--- src/rtl/core/sorted_key_table_top_macros.svh ---
// sorted_key_table_top_macros.svh: assertion macros for the sorted key table
// depends on nothing; included by sorted_key_table_top
`ifndef SORTED_KEY_TABLE_TOP_MACROS_SVH
`define SORTED_KEY_TABLE_TOP_MACROS_SVH

// condition holds in the same cycle as the trigger
`define SKT_CHECK_NOW(lbl, trig, cond) \
   lbl: assert property (@(posedge clock) disable iff (reset) (trig) |-> (cond)) \
      else $error("sorted key table check failed");

// condition holds in the cycle after the trigger
`define SKT_CHECK_NEXT(lbl, trig, cond) \
   lbl: assert property (@(posedge clock) disable iff (reset) (trig) |=> (cond)) \
      else $error("sorted key table check failed");

`endif

--- src/rtl/core/skt_pkg.sv ---
// skt_pkg: constants, codes and shared types of the sorted key table
// depends on nothing
`timescale 1ns / 1ps

package skt_pkg;

   localparam int CAPACITY = 256;
   localparam int KEY_W    = 32;
   localparam int IDX_W    = $clog2(CAPACITY);
   localparam int CNT_W    = $clog2(CAPACITY + 1);
   localparam int POS_W    = 9;
   localparam int OP_W     = 2;
   localparam int ST_W     = 2;

   localparam logic [OP_W-1:0] OP_LOOKUP = 2'd0;
   localparam logic [OP_W-1:0] OP_INSERT = 2'd1;
   localparam logic [OP_W-1:0] OP_REMOVE = 2'd2;

   localparam logic [ST_W-1:0] ST_DONE = 2'd0;
   localparam logic [ST_W-1:0] ST_FULL = 2'd1;
   localparam logic [ST_W-1:0] ST_MISS = 2'd2;

   typedef struct packed {
      logic [IDX_W-1:0] rd_addr;
      logic             we;
      logic [IDX_W-1:0] wr_addr;
      logic [KEY_W-1:0] wr_data;
   } ram_req_type;

   typedef struct packed {
      logic             found;
      logic [CNT_W-1:0] position;
      logic [ST_W-1:0]  status;
      logic [CNT_W-1:0] entries_held;
   } result_type;

endpackage

--- src/rtl/core/skt_seq.sv ---
// skt_seq: sequencer with key comparator for search, and entry shift and key write back
// depends on skt_pkg; drives the key ram through a ram_req_type struct
`timescale 1ns / 1ps

module skt_seq
   import skt_pkg::*;
(
   input  logic              clock,
   input  logic              reset,
   input  logic              req_valid,
   input  logic [OP_W-1:0]   req_opcode,
   input  logic [KEY_W-1:0]  req_key,
   output logic              busy,
   input  logic              rsp_free,
   output logic              done,
   output result_type        result,
   output ram_req_type       ram_req,
   input  logic [KEY_W-1:0]  ram_rd_data
);

   typedef enum logic [7:0] {
      S_IDLE  = 8'b0000_0001,
      S_PROBE = 8'b0000_0010,
      S_CMP   = 8'b0000_0100,
      S_PLAN  = 8'b0000_1000,
      S_SHIFT = 8'b0001_0000,
      S_DRAIN = 8'b0010_0000,
      S_PUT   = 8'b0100_0000,
      S_DONE  = 8'b1000_0000
   } state_type;

   state_type         state_ff, state_in;
   logic [OP_W-1:0]   op_ff, op_in;
   logic [KEY_W-1:0]  key_ff, key_in;
   logic [CNT_W-1:0]  lo_ff, lo_in;
   logic [CNT_W-1:0]  hi_ff, hi_in;
   logic [IDX_W-1:0]  mid_ff, mid_in;
   logic              hit_ff, hit_in;
   logic [CNT_W-1:0]  pos_ff, pos_in;
   logic [ST_W-1:0]   status_ff, status_in;
   logic [CNT_W-1:0]  count_ff, count_in;
   logic [IDX_W-1:0]  src_ff, src_in;
   logic [CNT_W-1:0]  moves_ff, moves_in;
   logic              pend_ff, pend_in;
   logic [IDX_W-1:0]  wa_ff, wa_in;

   logic [CNT_W:0]    mid_sum;
   logic [IDX_W-1:0]  mid;
   logic              is_insert;
   logic [CNT_W-1:0]  moves_calc;

   // hi_ff holds high + 1, so the window is lo_ff .. hi_ff - 1
   assign mid_sum   = {1'b0, lo_ff} + {1'b0, hi_ff} - {{CNT_W{1'b0}}, 1'b1};
   assign mid       = mid_sum[IDX_W:1];
   assign is_insert = (op_ff == OP_INSERT);

   always_comb begin
      state_in   = state_ff;
      op_in      = op_ff;
      key_in     = key_ff;
      lo_in      = lo_ff;
      hi_in      = hi_ff;
      mid_in     = mid_ff;
      hit_in     = hit_ff;
      pos_in     = pos_ff;
      status_in  = status_ff;
      count_in   = count_ff;
      src_in     = src_ff;
      moves_in   = moves_ff;
      pend_in    = 1'b0;
      wa_in      = wa_ff;
      moves_calc = '0;
      done       = 1'b0;

      ram_req.rd_addr = mid_ff;
      ram_req.we      = pend_ff;
      ram_req.wr_addr = wa_ff;
      ram_req.wr_data = ram_rd_data;

      case (state_ff)
         S_IDLE: begin
            if (req_valid) begin
               op_in     = req_opcode;
               key_in    = req_key;
               lo_in     = '0;
               hi_in     = count_ff;
               status_in = ST_DONE;
               state_in  = S_PROBE;
            end
         end
         S_PROBE: begin
            if (lo_ff < hi_ff) begin
               mid_in          = mid;
               ram_req.rd_addr = mid;
               state_in        = S_CMP;
            end else begin
               hit_in   = 1'b0;
               pos_in   = lo_ff;
               state_in = S_PLAN;
            end
         end
         S_CMP: begin
            if (ram_rd_data == key_ff) begin
               hit_in   = 1'b1;
               pos_in   = CNT_W'(mid_ff);
               state_in = S_PLAN;
            end else begin
               if (ram_rd_data < key_ff) begin
                  lo_in = CNT_W'(mid_ff) + CNT_W'(1);
               end else begin
                  hi_in = CNT_W'(mid_ff);
               end
               state_in = S_PROBE;
            end
         end
         S_PLAN: begin
            state_in = S_DONE;
            case (op_ff)
               OP_INSERT: begin
                  if (count_ff >= CNT_W'(CAPACITY)) begin
                     status_in = ST_FULL;
                  end else begin
                     moves_calc = count_ff - pos_ff;
                     moves_in   = moves_calc;
                     src_in     = IDX_W'(count_ff - CNT_W'(1));
                     count_in   = count_ff + CNT_W'(1);
                     state_in   = (moves_calc == '0) ? S_PUT : S_SHIFT;
                  end
               end
               OP_REMOVE: begin
                  if (!hit_ff) begin
                     status_in = ST_MISS;
                  end else begin
                     moves_calc = count_ff - pos_ff - CNT_W'(1);
                     moves_in   = moves_calc;
                     src_in     = IDX_W'(pos_ff + CNT_W'(1));
                     count_in   = count_ff - CNT_W'(1);
                     state_in   = (moves_calc == '0) ? S_DONE : S_SHIFT;
                  end
               end
               default: begin
                  state_in = S_DONE;
               end
            endcase
         end
         S_SHIFT: begin
            // read one entry per cycle, write it back one slot over next cycle
            ram_req.rd_addr = src_ff;
            pend_in         = 1'b1;
            wa_in           = is_insert ? (src_ff + IDX_W'(1)) : (src_ff - IDX_W'(1));
            src_in          = is_insert ? (src_ff - IDX_W'(1)) : (src_ff + IDX_W'(1));
            moves_in        = moves_ff - CNT_W'(1);
            if (moves_ff == CNT_W'(1)) begin
               state_in = S_DRAIN;
            end
         end
         S_DRAIN: begin
            state_in = is_insert ? S_PUT : S_DONE;
         end
         S_PUT: begin
            ram_req.we      = 1'b1;
            ram_req.wr_addr = IDX_W'(pos_ff);
            ram_req.wr_data = key_ff;
            state_in        = S_DONE;
         end
         S_DONE: begin
            if (rsp_free) begin
               done     = 1'b1;
               state_in = S_IDLE;
            end
         end
         default: begin
            state_in = S_IDLE;
         end
      endcase
   end

   always_ff @(posedge clock) begin
      if (reset) begin
         state_ff <= S_IDLE;
         count_ff <= '0;
         pend_ff  <= 1'b0;
      end else begin
         state_ff <= state_in;
         count_ff <= count_in;
         pend_ff  <= pend_in;
      end
      op_ff     <= op_in;
      key_ff    <= key_in;
      lo_ff     <= lo_in;
      hi_ff     <= hi_in;
      mid_ff    <= mid_in;
      hit_ff    <= hit_in;
      pos_ff    <= pos_in;
      status_ff <= status_in;
      src_ff    <= src_in;
      moves_ff  <= moves_in;
      wa_ff     <= wa_in;
   end

   assign busy                = (state_ff != S_IDLE);
   assign result.found        = hit_ff;
   assign result.position     = pos_ff;
   assign result.status       = status_ff;
   assign result.entries_held = count_ff;

endmodule

--- config.mk ---
export PLATFORM = sky130hd
export DESIGN_NAME = skt_seq
export DESIGN_NICKNAME = d
export VERILOG_FILES = /design/src/rtl/core/sorted_key_table_top_macros.svh /design/src/rtl/core/skt_pkg.sv /design/src/rtl/core/skt_seq.sv
export SDC_FILE = /design/constraint.sdc
export NUM_CORES = 1
export LEC_CHECK = 0
export ABC_AREA = 0
export BUFFER_PORTS_ARGS = -buffer_cell sky130_fd_sc_hd__buf_2
export CAP_MARGIN = 20
export CORE_MARGIN = 4
export CORE_UTILIZATION = 60
export CTS_CLUSTER_DIAMETER = 80
export DETAILED_ROUTE_END_ITERATION = 16
export GPL_ROUTABILITY_DRIVEN = 0
export HOLD_SLACK_MARGIN = 0.06
export PLACE_DENSITY = 0.85
export SLEW_MARGIN = 20
export SYNTH_ARGS = -nofsm -noshare
export SYNTH_HDL_FRONTEND = slang
export SYNTH_SLANG_ARGS = --single-unit
--- constraint.sdc ---
create_clock -name clock -period 5 [get_ports clock]
set_input_delay 0.25 -clock clock [delete_from_list [all_inputs] [get_ports clock]]
set_output_delay 0.25 -clock clock [all_outputs]
set_load 0.005 [all_outputs]
Word-level counts from Yosys, hierarchy flattened
Cells that the tools add are included.
{"block": "totals", "out_inout_bits": 72, "mem_bits_rw": 0, "input_bits": 70, "latch_bits": 0, "reg_bits": 115, "wordCells": 121, "rom_bits": 0, "mem_count": 0}
{"block": "op_classes", "n_bitwise": 0, "order_cmp": 3, "eq_ne": 28, "reduce_logical": 15, "n_div": 0, "add_sub_neg": 11, "n_mux": 50, "n_mul": 0, "shifts": 0}
{"op": "two-way mux 9 bit", "n": 12}
{"op": "case mux 9 bit (2 select lines)", "n": 6}
{"op": "two-way mux 8 bit", "n": 12}
{"op": "case mux 8 bit (2 select lines)", "n": 4}
{"op": "case mux 8 bit (8 select lines)", "n": 1}
{"op": "two-way mux 41 bit", "n": 1}
{"op": "subtractor 9 x 1 -> 9 bit (second input constant)", "n": 4}
{"op": "equality test 32 bit", "n": 1}
{"op": "< comparator 32 bit", "n": 1}
{"op": "inequality test 2 bit (second input constant)", "n": 10}
{"op": "logical NOT 9 bit", "n": 2}
{"op": "adder 8 x 1 -> 8 bit (second input constant)", "n": 2}
{"op": "AND reduction 4 bit", "n": 4}
{"op": "inequality test 3 bit (second input constant)", "n": 5}
{"op": "nonzero test 2 bit", "n": 5}
{"op": "adder 8 x 1 -> 9 bit (second input constant)", "n": 1}
{"op": "adder 9 x 1 -> 9 bit (second input constant)", "n": 1}
{"op": "adder 9 bit", "n": 1}
{"op": "equality test 9 x 1 -> 1 bit (second input constant)", "n": 1}
{"op": ">= comparator 9 bit (second input constant)", "n": 1}
{"op": "< comparator 9 bit", "n": 1}
{"op": "subtractor 9 bit", "n": 1}
{"op": "equality test 8 x 1 -> 1 bit (second input constant)", "n": 1}
{"op": "equality test 8 x 2 -> 1 bit (second input constant)", "n": 1}
{"op": "19 further kinds", "n": 28}

Depth between registers and ports, before layout
Gate-level depths: netlist (run 1).
{"block": "logic_depth", "ltp_word": 7, "ltp_mapped": 13, "mapped_depth_nobuf": 13}

Least setup slack after synthesis (run 1)
OpenSTA, ideal clock, no wires.
{"block": "synth_path", "path_kind": "register to register", "from": "reg state_ff[3]", "to": "reg hi_ff[0], enable pin", "t_required_ps": 4626, "stages_incl_launch_ff": 7, "slack_ps": 1656, "arrival_time_ps": 2970, "path_cell_list": "dfxtp_1 or4_1 or3_1 nor2_1 and2_1 o21ai_0 nor2_1"}
{"block": "synth_between", "elab_chain_len": 3, "elab_cells_between_ends": 7, "cone_classes": "eq/ne: 5; reduce/logical: 2"}
{"item": "from (decl)", "line_no": "skt_seq.sv:32", "source": "state_type state_ff, state_in;"}
{"item": "from (signal assigned)", "line_no": "skt_seq.sv:184", "source": "state_ff <= state_in;"}
{"item": "equality test 8 x 3 -> 1 bit / equality test 8 x 1 -> 1 bit (equally long branches)", "line_no": "skt_seq.sv:80", "source": "case (state_ff)"}
{"item": "inequality test 2 bit (no source line) / nonzero test 2 bit (equally long branches)"}
{"item": "AND reduction 4 bit (no source line) *"}
{"item": "to (signal assigned)", "line_no": "skt_seq.sv:191", "source": "hi_ff <= hi_in;"}
{"item": "to (decl)", "line_no": "skt_seq.sv:36", "source": "logic [CNT_W-1:0] hi_ff, hi_in;"}
Every way passes the cells marked *; elsewhere a longest branch is shown, timed or not.
A chain may end at the register's enable or synchronous reset.

==> results.md, run 1 <==
* Combinational share of power at 0.191
* Commonest non-fill, non-tap cell in the layout: buf_2
* Worst Max-Slew Pin Slew at 0.974 ns
* Final Non-Filler Cells at 1,227
* Die X at 123 µm
* Reg2reg setup slack at 1.42 ns
* Power Density at 288 nW/µm²
* Final worst path period share at 0.777
* Synthesized cell area at 8000 µm²
* Clock Pin Slew Worst Setup and Hold Paths at 0.06 ns
* Final setup fails at 0
* Most area-hungry cell type in the Yosys netlist: edfxtp_1
* GRT Total Usage at 0.307
* Worst hold path stage count at 4
* ANT cells at 0
* DR vias/cell at 5.95
* Net Sw Frac at 0.278
* RSZ-0062 raised after global routing: no
* Max FO, Critical Path at 23
* Status: finished, final reports clean
* Drt pass-1 iters at 5
* Filler cell count at 855
* Top cells by area, synth: edfxtp_1, ha_1, o21ai_0
* CTS tree: built
* Crit. End Element: output port
* P_int at 2.01 mW
* Final Slew Violations at 0
* Detailed-route DRC error count at 0
* Number of port buffers at 141
* Row cnt at 41
* CTS Buf Count at 17
* Clk sinks at 115
* Vias in the first global route at 6,958
* Yosys warnings at 0
* Placed insts at 1,162
* Reg2Reg Launch Point: state_ff[3]$_SDFFE_PP0P_
* Max Cap Viol at 0
* Area grow syn2layout at 21.1%
* # Post-CTS Setup Buffers at 0
* Min-delay src: req_valid
* Mapped Nets at 1,026
* Vias at 7,306
* Root buf cell: clkbuf_16
* Met3 WL at 2270 µm
* First-pass GRT wire length at 35,300 µm
* Critical Path RT at 4.75 ns
* Fmax at 258 MHz
* CP Launch Type: flop
* Die ar. at 15,200 µm²
* Sw Pwr at 776 µW
* GRT overflow at 0
* WS Path Type: flop to output port
* Flop pwr share at 0.409
* Commonest cells after routing, fill and taps aside: buf_2, nand2_1, inv_1
* Synth top area share at 0.364
* Sum Neg Setup Slack at 0 ns
* Initial antenna violation count at 0
* Pleak at 4.38 nW
* Iter 0 DRT Violations at 754
* R2r worst-path depth at 6
* Seq/Total Area, Yosys at 0.409
* Worst hold path class: input pin to flop
* M1 WL at 9210 µm
* Final wirelength at 23,500 µm
* H-tree levels at 4
* Syn Area/Cell at 9.09 µm²
* Clock share of power at 0.400
* Ys flop type: edfxtp_1
* Layout cells sized above 1 at 0.178
* DR top layer: met4
* Finished Core Util at 0.756
* CORE AREA at 12,800 µm²
* Average wire per standard cell at 19.1 µm
* Starting Density at 0.624
* Detail Route Antenna Nets at 0
* Placed wire-length estimate at 16,100 µm
* Peak supply drop at 253 µV
* Clock Path Buffers at 2
* Netlist cell types at 67
* Post-synth EDFFs at 97
* Die height at 123 µm
* Skew-Pair Late Insertion Delay at 0.43 ns
* CP arrival at 3.63 ns
* Slew headroom at 0.348
* Largest net degree at the start of global routing at 66
* FF+latch count, synth at 115
* Nets at 1,189
* Period minus WS final at 3.88 ns
* Clk_skew at 0.0155 ns
* Reg-to-Reg End: hi_ff[1]$_DFFE_PP_
* Async SR Flop Fraction at 0
* Met2 WL at 11,200 µm
* Cells after Synth at 880
* I/O pin total at 142
* Worst hold endpoint: state_ff[5]$_SDFFE_PP0P_
* Final Hold Fails at 0
-- flip-flops by register name, summed over array words and instances (netlist names) --
signal / cells
count_ff: 9
hi_ff: 9
hit_ff: 1
key_ff: 32
lo_ff: 9
mid_ff: 8
moves_ff: 9
op_ff: 2
pend_ff: 1
pos_ff: 9
src_ff: 8
state_ff: 8
status_ff: 2
wa_ff: 8
-- power by group through the flow --
stage | logic (mW) | registers, mW | clock network (mW)
after floorplan | 0.336 | 1.15 | 0
after global placement | 0.476 | 1.16 | 0
after detailed placement | 0.489 | 1.16 | 0
after CTS | 0.519 | 1.14 | 1.11
after global routing | 0.592 | 1.14 | 1.16
final | 0.533 | 1.14 | 1.11
-- synthesized netlist by cell type, types with 17 or more instances --
cell type	number
nand2_1	100
inv_1	98
edfxtp_1	97
o21ai_0	88
ha_1	74
nor2_1	64
a21oi_1	44
xnor2_1	38
clkbuf_1	30
nand3_1	20
xor2_1	20
dfxtp_1	18
a21o_1	17
-- layout make-up --
| cell class | count | area [µm²] | area share |
|---|---|---|---|
| clock inverters | 10 | 87.6 | 0.00904 |
| clock buffers | 21 | 440 | 0.0454 |
| flip-flops and latches | 115 | 3270 | 0.338 |
| repair buffers | 181 | 1090 | 0.113 |
| inverters | 99 | 372 | 0.0383 |
| multi-input cells | 629 | 4210 | 0.435 |
| well taps | 172 | 215 | 0.0222 |
-- cell families after synthesis --
group / synth area share
muxes: 0.0156
adders and majority gates: 0.121
and+or+nand+nor: 0.170
buffers and inverters: 0.0652
AOI/OAI and AO/OA: 0.156
DFF: 0.409
xor gates and xnor gates: 0.0635
-- through the flow --
step | worst slack [ns] | hold WS, ns | total power, mW | instance area [µm²]
after floorplan | 1.66 | 0.349 | 1.48 | 8000
after global placement | 1.81 | 0.426 | 1.63 | 8820
after detailed placement | 1.58 | 0.428 | 1.65 | 8820
after CTS | 1.29 | 0.244 | 2.77 | 9690
after global routing | 0.927 | 0.273 | 2.90 | 9690
final | 1.12 | 0.269 | 2.79 | 9690
-- worst max-delay path by stage --
stage,startpoint,endpoint,slack (ns),cells after the start
floorplan,state_ff[3]$_SDFFE_PP0P_,hi_ff[0]$_DFFE_PP_,1.66,6
global placement,state_ff[3]$_SDFFE_PP0P_,hi_ff[4]$_DFFE_PP_,1.81,6
detailed placement,state_ff[3]$_SDFFE_PP0P_,hi_ff[6]$_DFFE_PP_,1.58,6
CTS,state_ff[2]$_SDFFE_PP0P_,ram_req[42],1.29,8
global route,state_ff[2]$_SDFFE_PP0P_,ram_req[41],0.93,8
finish,state_ff[2]$_SDFFE_PP0P_,ram_req[42],1.12,8
-- layer usage --
layer,vias to the layer above,global-route usage
met2,432,0.501
met4,0,0.131
met3,83,0.0814
li1,3425,-
met5,-,0
met1,3366,0.385
-- critical path, stage by stage (launching register included) --
cell and delay (ns):
dfxtp_1 0.33, or4_4 0.56, nor3_1 0.32, nand3b_1 0.76, nand2_1 0.36, o21ai_1 0.29
a222oi_1 0.37, inv_1 0.07, buf_2 0.13
-- what timing repair did --
action / in CTS / in global routing
endpoints found under the hold margin: 34 / 0
hold buffers: 34 / 0
resized for setup: 0 / 0
Power figures use the tool's default switching activity.
==> run 2, diff against run 1 <==
--- a/config.mk
+++ b/config.mk
@@ -5,16 +5,16 @@
 export SDC_FILE = /design/constraint.sdc
 export NUM_CORES = 1
 export LEC_CHECK = 0
-export ABC_AREA = 0
+export ABC_AREA = 1
 export BUFFER_PORTS_ARGS = -buffer_cell sky130_fd_sc_hd__buf_2
 export CAP_MARGIN = 20
 export CORE_MARGIN = 4
-export CORE_UTILIZATION = 60
+export CORE_UTILIZATION = 58
 export CTS_CLUSTER_DIAMETER = 80
 export DETAILED_ROUTE_END_ITERATION = 16
 export GPL_ROUTABILITY_DRIVEN = 0
 export HOLD_SLACK_MARGIN = 0.06
-export PLACE_DENSITY = 0.85
+export PLACE_DENSITY = 0.82
 export SLEW_MARGIN = 20
 export SYNTH_ARGS = -nofsm -noshare
 export SYNTH_HDL_FRONTEND = slang
==> constraint.sdc (replaced) <==
create_clock -name clock -period 3.78 [get_ports clock]
set_input_delay 0.189 -clock clock [delete_from_list [all_inputs] [get_ports clock]]
set_output_delay 0.189 -clock clock [all_outputs]
set_load 0.005 [all_outputs]
==> results.md, run 2 <==
* Status: finished, final reports clean
* Crit-path cells: inv_1 -> ha_1 -> inv_1 -> ha_1 -> fa_1 -> a31oi_1 -> inv_1 -> a21oi_1 -> nor2_1 -> nor2_1 -> xor2_1 -> nand2_1 -> o21ai_0 -> nand2_1 -> o221ai_2 -> buf_2
* Die ar. at 16,300 µm²
* GRT Total Usage at 0.284
* Skew-Pair Late Insertion Delay at 0.42 ns
* CP arrival at 3.11 ns
* Synth top area share at 0.351
* Mapped Nets at 1,172
* Vias in the first global route at 7,504
* Final WS setup at 0.481 ns
* Clk sinks at 115
* CTS tree: built
* Final Non-Filler Cells at 1,393
* Clock Pin Slew Worst Setup and Hold Paths at 0.06 ns
* Number of flip-flops in the largest register at 32
* CP Launch Type: flop
* Filler cell count at 1,016
* Cells after Synth at 1,026
* Combinational share of power at 0.358
* Placed wire-length estimate at 16,400 µm
* Die X at 128 µm
* Iter 0 DRT Violations at 643
* Async SR Flop Fraction at 0
* CORE AREA at 13,900 µm²
* Top reg by flops: key_ff
* Power Density at 521 nW/µm²
* P_int at 3.40 mW
* Detail Route Antenna Nets at 0
* Flop pwr share at 0.340
* Cell mode on critical path: inv_1
* Detailed-route DRC error count at 0
* Post-synth EDFFs at 97
* Nets at 1,347
* Finished Core Util at 0.723
* Synthesized cell area at 8290 µm²
* ANT cells at 0
* Final setup fails at 0
* Pleak at 4.85 nW
* Layout cells sized above 1 at 0.188
* I/O pin total at 142
* Period minus WS final at 3.30 ns
* CTS Buf Count at 17
* Average wire per standard cell at 16.2 µm
* Ys flop type: edfxtp_1
* Clk_skew at 0.00782 ns
* Syn Area/Cell at 8.08 µm²
* Placed insts at 1,328
* Worst Max-Slew Pin Slew at 0.956 ns
* Slew headroom at 0.361
* Largest net degree at the start of global routing at 41
* Clock share of power at 0.302
* Area grow syn2layout at 21.6%
* WS Path Type: flop to output port
* Final Hold Fails at 0
* First-pass GRT wire length at 36,500 µm
* RSZ-0062 raised after global routing: no
* Root buf cell: clkbuf_16
* Top-count cell post-synth: nand2_1
* H-tree levels at 4
* Crit. End Element: output port
* Peak supply drop at 363 µV
* Sum Neg Setup Slack at 0 ns
* Starting Density at 0.595
* Final wirelength at 22,600 µm
* Max FO, Critical Path at 2
* Reg area at 3270 µm²
* Vias at 7,685
* Final Slew Violations at 0
* Drt pass-1 iters at 5
* Netlist cell types at 59
* Post-CTS resize count at 0
* Number of port buffers at 141
* Sw Pwr at 1.85 mW
* Seq/Total Area, Yosys at 0.395
* Max Cap Viol at 0
* Pre-CTS setup slack at 0.894 ns
* Die height at 128 µm
* Final worst path period share at 0.873
* Commonest cells after routing, fill and taps aside: nand2_1, inv_1, buf_2
* CP max stage delay at 0.41 ns
* Row cnt at 43
* FF+latch count, synth at 115
* Top cells by area, synth: edfxtp_1, ha_1, nand2_1
* Clock Path Buffers at 2
* CP max stage cell: fa_1
* Yosys warnings at 0
* Worst hold path class: input pin to flop
* Net Sw Frac at 0.353
* Most area-hungry cell type in the Yosys netlist: edfxtp_1
* Synth top cells by count: nand2_1, inv_1, o21ai_0, edfxtp_1, ha_1
* Footprint of the multi-input gates at 4190 µm²
* Worst hold slack at 0.0796 ns
* Critical Path RT at 3.59 ns
* Commonest non-fill, non-tap cell in the layout: nand2_1
* Initial antenna violation count at 0
* GRT overflow at 0
* Fmax at 303 MHz
* DR vias/cell at 5.52
==> run 2: cell count changes after synthesis, sizes merged, moves of 15 or more <==
cell | before | now
xnor2 | 38 | 7
nand3 | 20 | 41
o21ai | 90 | 110
nand2 | 100 | 215
a21o | 17 | 1
nor2 | 64 | 79
inv | 98 | 183
==> run 2: worst paths after layout <==
kind | startpoint | to | slack, ns | depth (start not counted)
worst max register to register | count_ff[0]$_SDFFE_PP0P_ | state_ff[4]$_SDFFE_PP0P_ | 0.88 | 16
worst max-delay path | lo_ff[1]$_SDFFCE_PN0P_ | ram_req[47] | 0.48 | 16
worst min-delay path | reset | state_ff[4]$_SDFFE_PP0P_ | 0.08 | 2
worst min register to register | state_ff[4]$_SDFFE_PP0P_ | state_ff[4]$_SDFFE_PP0P_ | 0.54 | 2
==> run 2: power groups by stage <==
stage          Sequential (mW)  Combinational (mW)  Clock (mW)
2_1_floorplan             1.77                1.31           0
3_3_place_gp              1.79                1.75           0
3_5_place_dp              1.80                1.80           0
4_1_cts                   1.78                1.86        1.59
5_1_grt                   1.80                2.12        1.65
6_report                  1.78                1.88        1.59
==> run 2: layer usage <==
layer | track usage | vias to the layer above | share of wire
met4 | 0.145 | 0 | 0.044
li1 | - | 3777 | -
met1 | 0.344 | 3500 | 0.40
met5 | 0 | - | 0
met3 | 0.0585 | 85 | 0.071
met2 | 0.480 | 323 | 0.49
==> run 2: logic make-up (layout without fill, tap and decap cells) <==
kind of cell,count (synthesis),after routing,synth area share
buffers and inverters,214,401,0.102
AO/OA/AOI/OAI,201,201,0.139
adder cells (fa/ha/maj),76,76,0.117
flip-flops,115,115,0.395
XOR/XNOR,33,33,0.0358
AND/OR/NAND/NOR,387,387,0.212
==> run 2: through the flow <==
stage / area, µm² / total power [mW]
2_1_floorplan: 8290 / 3.08
3_3_place_gp: 9160 / 3.54
3_5_place_dp: 9160 / 3.60
4_1_cts: 10100 / 5.23
5_1_grt: 10100 / 5.57
6_report: 10100 / 5.25
==> run 2: repair_timing <==
item | in CTS | in global routing
hold endpoints to repair | 34 | 0
hold buffers | 34 | 0
buffers inserted | 0 | 0
endpoints found under the setup margin | 0 | 0
==> run 2: area by class of cell <==
cell class,instances,share of cell area
clock buffers,19,0.0430
clock inverters,12,0.0139
inverters,185,0.0689
multi-input cells,697,0.416
flip-flops and latches,115,0.325
well taps,180,0.0223
repair buffers,185,0.111
==> run 2: critical path: cells and delay by family, from the launching register on <==
family | cells | cell delay (ns)
compound gates | 4 | 0.59
buf+inv | 4 | 0.33
flops | 1 | 0.36
simple gates | 4 | 0.31
xor+xnor | 1 | 0.15
fa+ha+maj | 3 | 0.93
